`src/design/rrts_pkg.sv`:
```
// Types and codes of the round-robin time-slice scheduler.
// No dependencies; used by the top level and its checker.
`default_nettype none

package rrts_pkg;

    // Operation codes of an input item
    localparam logic FUNC_ADMIT = 1'b0;
    localparam logic FUNC_RUN   = 1'b1;

    // Result status codes
    typedef enum logic [2:0] {
        ST_ADMIT   = 3'd0,
        ST_REQUEUE = 3'd1,
        ST_FINISH  = 3'd2,
        ST_EMPTY   = 3'd3,
        ST_FULL    = 3'd4
    } t_status;

    // Controller states
    typedef enum logic {
        S_IDLE = 1'b0,
        S_EXEC = 1'b1
    } t_state;

    // One queue entry
    typedef struct packed {
        logic [3:0] id;
        logic [7:0] rem;
        logic [7:0] exe;
    } t_entry;

    localparam logic [7:0]  SLICE_RESET = 8'd3;
    localparam logic [15:0] ELAPSED_MAX = 16'hFFFF;

endpackage

`default_nettype wire

```
`src/design/round_robin_time_slice_scheduler_unit.sv`:
```
// Round-robin ready queue with a programmable time slice per run step.
// Depends on rrts_pkg; the queue lives in a one-port-write, one-port-read memory.
//
//   channel   direction  handshake                 payload
//   in        input      i_in_valid / o_in_ready   i_func, i_proc_id, i_run_time
//   out       output     o_out_valid / i_out_ready o_status, o_out_id, o_remaining,
//                                                  o_executed, o_finish_time
//   cfg       input      i_cfg_we                  i_cfg_data (time slice)
//
// Each item is taken in IDLE, which reads the head entry from the queue memory; in EXEC
// it is charged, written back to the tail and loaded into the result register.
// EXEC is held while the result register is still full and stalled.
// A new item is taken while a finished result waits to be transferred.
// Synchronous active-low reset empties the queue, clears elapsed time and sets
// the time slice to 3; the memory itself is not cleared.
`default_nettype none

module round_robin_time_slice_scheduler_unit #(
    parameter int MAX_PROCS = 16
) (
    input  wire logic        i_clk,
    input  wire logic        i_rst_n,
    input  wire logic        i_in_valid,
    output logic             o_in_ready,
    input  wire logic        i_func,
    input  wire logic [3:0]  i_proc_id,
    input  wire logic [7:0]  i_run_time,
    output logic             o_out_valid,
    input  wire logic        i_out_ready,
    output logic [2:0]       o_status,
    output logic [3:0]       o_out_id,
    output logic [7:0]       o_remaining,
    output logic [7:0]       o_executed,
    output logic [15:0]      o_finish_time,
    input  wire logic        i_cfg_we,
    input  wire logic [7:0]  i_cfg_data
);

    localparam int PTR_W = $clog2(MAX_PROCS);
    localparam int CNT_W = $clog2(MAX_PROCS + 1);

    // Queue storage
    rrts_pkg::t_entry r_mem [MAX_PROCS];
    rrts_pkg::t_entry r_rd_data;

    rrts_pkg::t_state   r_state, n_state;
    logic [PTR_W-1:0]   r_head, n_head;
    logic [PTR_W-1:0]   r_tail, n_tail;
    logic [CNT_W-1:0]   r_count, n_count;
    logic [15:0]        r_elapsed, n_elapsed;
    logic [7:0]         r_time_slice;

    // Latched item
    logic               r_func;
    logic [3:0]         r_proc_id;
    logic [7:0]         r_run_time;

    // Result register
    logic               r_out_valid;
    rrts_pkg::t_status  r_status, n_status;
    logic [3:0]         r_out_id, n_out_id;
    logic [7:0]         r_remaining, n_remaining;
    logic [7:0]         r_executed, n_executed;
    logic [15:0]        r_finish_time, n_finish_time;

    logic               in_xfer;
    logic               out_free;
    logic               out_load;
    logic               mem_we;
    rrts_pkg::t_entry   mem_wdata;
    logic [PTR_W-1:0]   head_inc;
    logic [PTR_W-1:0]   tail_inc;
    logic [7:0]         charge;
    logic [7:0]         rem_left;
    logic [7:0]         exe_sum;
    logic [16:0]        el_sum;
    logic [15:0]        el_sat;
    logic               q_full;
    logic               q_empty;

    assign in_xfer  = i_in_valid && o_in_ready;
    assign out_free = !r_out_valid || i_out_ready;
    assign head_inc = (r_head == PTR_W'(MAX_PROCS - 1)) ? '0 : r_head + PTR_W'(1);
    assign tail_inc = (r_tail == PTR_W'(MAX_PROCS - 1)) ? '0 : r_tail + PTR_W'(1);
    assign q_full   = (r_count == CNT_W'(MAX_PROCS));
    assign q_empty  = (r_count == '0);

    // Charge the head entry by at most one slice
    assign charge   = (r_rd_data.rem < r_time_slice) ? r_rd_data.rem : r_time_slice;
    assign rem_left = r_rd_data.rem - charge;
    assign exe_sum  = r_rd_data.exe + charge;
    assign el_sum   = {1'b0, r_elapsed} + {9'd0, charge};
    assign el_sat   = el_sum[16] ? rrts_pkg::ELAPSED_MAX : el_sum[15:0];

    // Next state, queue update and result
    always_comb begin
        n_state       = r_state;
        n_head        = r_head;
        n_tail        = r_tail;
        n_count       = r_count;
        n_elapsed     = r_elapsed;
        mem_we        = 1'b0;
        mem_wdata     = '{id: r_proc_id, rem: r_run_time, exe: 8'd0};
        out_load      = 1'b0;
        n_status      = rrts_pkg::ST_EMPTY;
        n_out_id      = 4'd0;
        n_remaining   = 8'd0;
        n_executed    = 8'd0;
        n_finish_time = 16'd0;
        o_in_ready    = 1'b0;
        unique case (r_state)
            rrts_pkg::S_IDLE: begin
                o_in_ready = 1'b1;
                if (i_in_valid) begin
                    n_state = rrts_pkg::S_EXEC;
                end
            end
            rrts_pkg::S_EXEC: begin
                if (out_free) begin
                    out_load = 1'b1;
                    n_state  = rrts_pkg::S_IDLE;
                    if (r_func == rrts_pkg::FUNC_ADMIT) begin
                        n_out_id    = r_proc_id;
                        n_remaining = r_run_time;
                        if (q_full) begin
                            n_status = rrts_pkg::ST_FULL;
                        end else begin
                            n_status = rrts_pkg::ST_ADMIT;
                            mem_we   = 1'b1;
                            n_tail   = tail_inc;
                            n_count  = r_count + CNT_W'(1);
                        end
                    end else if (!q_empty) begin
                        n_head     = head_inc;
                        n_elapsed  = el_sat;
                        n_out_id   = r_rd_data.id;
                        n_executed = exe_sum;
                        if (rem_left == 8'd0) begin
                            n_status      = rrts_pkg::ST_FINISH;
                            n_finish_time = el_sat;
                            n_count       = r_count - CNT_W'(1);
                        end else begin
                            n_status    = rrts_pkg::ST_REQUEUE;
                            n_remaining = rem_left;
                            mem_we      = 1'b1;
                            mem_wdata   = '{id: r_rd_data.id, rem: rem_left, exe: exe_sum};
                            n_tail      = tail_inc;
                        end
                    end
                end
            end
            default: n_state = rrts_pkg::S_IDLE;
        endcase
    end

    // Queue memory: write at tail, registered read at head on transfer
    always_ff @(posedge i_clk) begin
        if (mem_we) begin
            r_mem[r_tail] <= mem_wdata;
        end
        if (in_xfer) begin
            r_rd_data <= r_mem[r_head];
        end
    end

    // Control state
    always_ff @(posedge i_clk) begin
        if (!i_rst_n) begin
            r_state      <= rrts_pkg::S_IDLE;
            r_head       <= '0;
            r_tail       <= '0;
            r_count      <= '0;
            r_elapsed    <= 16'd0;
            r_time_slice <= rrts_pkg::SLICE_RESET;
            r_out_valid  <= 1'b0;
        end else begin
            r_state   <= n_state;
            r_head    <= n_head;
            r_tail    <= n_tail;
            r_count   <= n_count;
            r_elapsed <= n_elapsed;
            if (i_cfg_we) begin
                r_time_slice <= i_cfg_data;
            end
            if (out_load) begin
                r_out_valid <= 1'b1;
            end else if (i_out_ready) begin
                r_out_valid <= 1'b0;
            end
        end
    end

    // Hold the accepted item
    always_ff @(posedge i_clk) begin
        if (in_xfer) begin
            r_func     <= i_func;
            r_proc_id  <= i_proc_id;
            r_run_time <= i_run_time;
        end
    end

    // Load the result register
    always_ff @(posedge i_clk) begin
        if (out_load) begin
            r_status      <= n_status;
            r_out_id      <= n_out_id;
            r_remaining   <= n_remaining;
            r_executed    <= n_executed;
            r_finish_time <= n_finish_time;
        end
    end

    assign o_out_valid   = r_out_valid;
    assign o_status      = r_status;
    assign o_out_id      = r_out_id;
    assign o_remaining   = r_remaining;
    assign o_executed    = r_executed;
    assign o_finish_time = r_finish_time;

endmodule

`default_nettype wire

```
`config.mk`:
```
export PLATFORM = sky130hd
export DESIGN_NAME = round_robin_time_slice_scheduler_unit
export DESIGN_NICKNAME = d
export VERILOG_FILES = /design/src/design/rrts_pkg.sv /design/src/design/round_robin_time_slice_scheduler_unit.sv
export SDC_FILE = /design/constraint.sdc
export NUM_CORES = 1
export LEC_CHECK = 0
export BUFFER_PORTS_ARGS = -buffer_cell sky130_fd_sc_hd__buf_2
export CORE_AREA = 10 10 211 213
export DETAILED_ROUTE_END_ITERATION = 8
export DIE_AREA = 0 0 221 223
export PLACE_DENSITY = 0.72
export RECOVER_POWER = 25
export SYNTH_ARGS = -nofsm -noshare
export SYNTH_HDL_FRONTEND = slang
export SYNTH_SLANG_ARGS = --single-unit
```
`constraint.sdc`:
```
create_clock -name i_clk -period 6.6 [get_ports i_clk]
set_input_delay 1.65 -clock i_clk [delete_from_list [all_inputs] [get_ports i_clk]]
set_output_delay 1.65 -clock i_clk [all_outputs]
set_load 0.1 [all_outputs]
```
==> impl_metrics.ini <==
[sta]
finalWorstSetupSlack_ps = 848
tightest_slew_ps = 3910
rsz0062_at_grt = no
maxSlewHeadroom_pct = -161
fmax_mhz = 174
fin_skew_ps = 14.1
fin_crit_ps = 5750
tns_ps = 0
hold_viol = 0
setup_viol = 0
drv_slew = 210
fin_crit_sh_pct = 87.2

[floorplan]
start_util_pct = 44.4
rows = 74
die_w_um = 221
ios = 67
fp.dieH_um = 223
core_area_mm2 = 0.0404
die_area_mm2 = 0.0493

[synth]
ys.flop_type = edfxtp_1
synth_seq_area_share_pct = 70.0
yosysWarningCount = 0
synthArstFlopShare_pct = 0
syn_nets = 1078
synth_top_area_cell = edfxtp_1
avgSynthCellArea_um2 = 17.7
syn_area_mm2 = 0.0179
synth_top_area_share_pct = 65.7
yosys.cell_types.count = 65
synth-seq-cells = 431
synth-edff-count = 392
syn_inst = 1010
synth_area_leaders = edfxtp_1 66%, mux4_2 13%, dfxtp_1 4.4%

[setup_path]
endpoint_kind = flop
crit_type = flop to flop
cp.arrival_ps = 5980
max_stage_delay_ps = 830
start_kind = flop
path_cells = ha_1 -> nand2_1 -> o21ai_0 -> a31oi_4 -> o21ai_0 -> inv_1 -> ha_1 -> nor2b_1 -> o2111a_1 -> o211ai_1 -> a211oi_1 -> nor4b_4 -> a21oi_1 -> and3_1 -> buf_4
crit_required_ps = 6830
cp_slowest_cell = o21ai_0
crit_path_max_fanout = 16

[power_and_ir_drop]
ir_worst_vdd_mv = 0.176
power.density_mw_per_mm2 = 302
power.total_mw = 6.13
p_leak_nw = 6.82

[placement]
placed_area_mm2 = 0.0189
hpwlAfterDp_um = 23500
routabilityCongestion = 0.876
port_buffers = 66
dp_cells = 1583
pre_cts_slack_ps = 925

[final_layout]
drive_gt1_share_pct = 19.4
final_area_mm2 = 0.0203
diodes = 0
fin_nets = 1165
area_growth_pct = 13.1
final_cells = 1662

[global_route]
grt_pass1_wl_um = 60200
grt_util_all_layers_pct = 16.0
antenna_found_initial = 0
grt_max_degree = 62
grt_overflow = 0
grt_pass1_vias = 9461

[hold_path]
hold_path_class = flop to flop

[clock_tree]
clockRootBuffer = clkbuf_16
holdBufCountCts = 0
insertion_delay_ps = 560
cts_buffer_depth = 3
cts_resized = 0
path_clk_slew_ps = 60
cts_setup_buffers = 0
ctsHtreeMaxLevel = 2
clkSinkCount = 431
cts_buffers = 44
cts_tree = yes

[route]
dr.pass1.iters = 5
via_per_inst = 5.73
route.detailed.drc = 0
drtIter0Drc = 1044
ant_nets = 0
wl_per_cell_um = 23.8
drt-total-wl_um = 39600
vias = 9525

[status]
outcome = finished with violations
violations = capacitance limit, slew limit

[flow_run]
maxCapViolations = 7
==> metrics by stage <==
step,util (%),hold slack [ps]
after floorplan,-,455
after global placement,46.9,469
after global routing,50.2,524
final,50.2,487
after detailed placement,46.9,489
after CTS,50.5,497
==> layer usage <==
layer | up-vias | global-route usage [%] | part of all wire [%]
li1 | 4193 | - | -
met1 | 4847 | 21.7 | 42
met2 | 404 | 25.1 | 47
met3 | 81 | 2.92 | 7.6
met4 | 0 | 6.12 | 3.2
met5 | - | 0 | 0
==> state kept, by name, summed over array words and instances (netlist names) <==
name,cells
r_count,5
r_rd_data,20
o_executed,8
r_mem,320
o_remaining,8
r_tail,4
o_finish_time,16
r_run_time,8
r_func,1
r_time_slice,8
r_state,1
o_status,3
r_proc_id,4
r_head,4
o_out_valid,1
r_elapsed,16
o_out_id,4
==> power by group <==
part           internal (mW)  total [mW]  leakage [nW]  switching [mW]
logic                  0.165       0.526          2.06           0.360
clock network           1.51        2.53         0.725            1.03
registers               3.04        3.08          4.03          0.0309
==> cell usage after synthesis (all sizes together), types with 3 or more instances <==
cell    count
mux2        6
buf        14
and3       18
o21bai      4
xor2        6
edfxtp    392
inv        30
nand2b     12
nand4       3
o211ai      3
nand3       6
nor2       56
and2        7
a211oi      9
xnor2      17
a311oi      7
fa          4
a21o       16
dfxtp      39
a22o        6
nor3       12
clkbuf     30
mux2i      19
o21a        5
ha         38
nor2b      14
mux4      100
o21ai      21
a21oi      34
nand2      50
==> critical path: cells and delay by family, from the launching register on <==
kind	cells	cell delay, ps
buffers and inverters	2	510
and+or+nand+nor	4	960
AOI/OAI and AO/OA	7	2910
adders and majority gates	2	630
DFF	1	420
==> layout make-up <==
type | instances | area (µm²)
Sequential cell | 431 | 12600
Tap cell | 532 | 666
Multi-Input combinational cell | 505 | 5070
Timing Repair Buffer | 85 | 393
Clock buffer | 50 | 1160
Fill cell | 3292 | 20100
Clock inverter | 29 | 312
Inverter | 30 | 113
==> kinds of logic (layout without fill, tap and decap cells) <==
family	Yosys count	after routing	share of synthesized area (%)
compound gates	121	121	4.66
flops	431	431	70.0
mux	125	125	14.0
buf+inv	74	194	1.59
xor+xnor	23	23	1.12
simple gates	194	194	5.47
fa+ha+maj	42	42	3.10
==> final timing paths <==
check / from / to / slack (ps) / cells after the start
max: r_rd_data[15]$_DFFE_PP_ / r_mem[2][2]$_DFFE_PP_ / 850 / 15
max reg2reg: r_rd_data[15]$_DFFE_PP_ / r_mem[2][2]$_DFFE_PP_ / 850 / 15
min: r_count[2]$_SDFFE_PN0P_ / r_count[2]$_SDFFE_PN0P_ / 490 / 2
min reg2reg: r_count[2]$_SDFFE_PN0P_ / r_count[2]$_SDFFE_PN0P_ / 490 / 2
==> layout by cell type (no fill, tap or decap), drive strengths merged, types with 19 or more instances in the layout <==
cell type and n:
mux2i 19, ha 38, inv 34, nand2 50, dfxtp 39, o21ai 21, clkbuf 102, a21oi 34
edfxtp 392, nor2 56, buf 33, mux4 100
No activity file was read; power rests on OpenSTA's default activity.
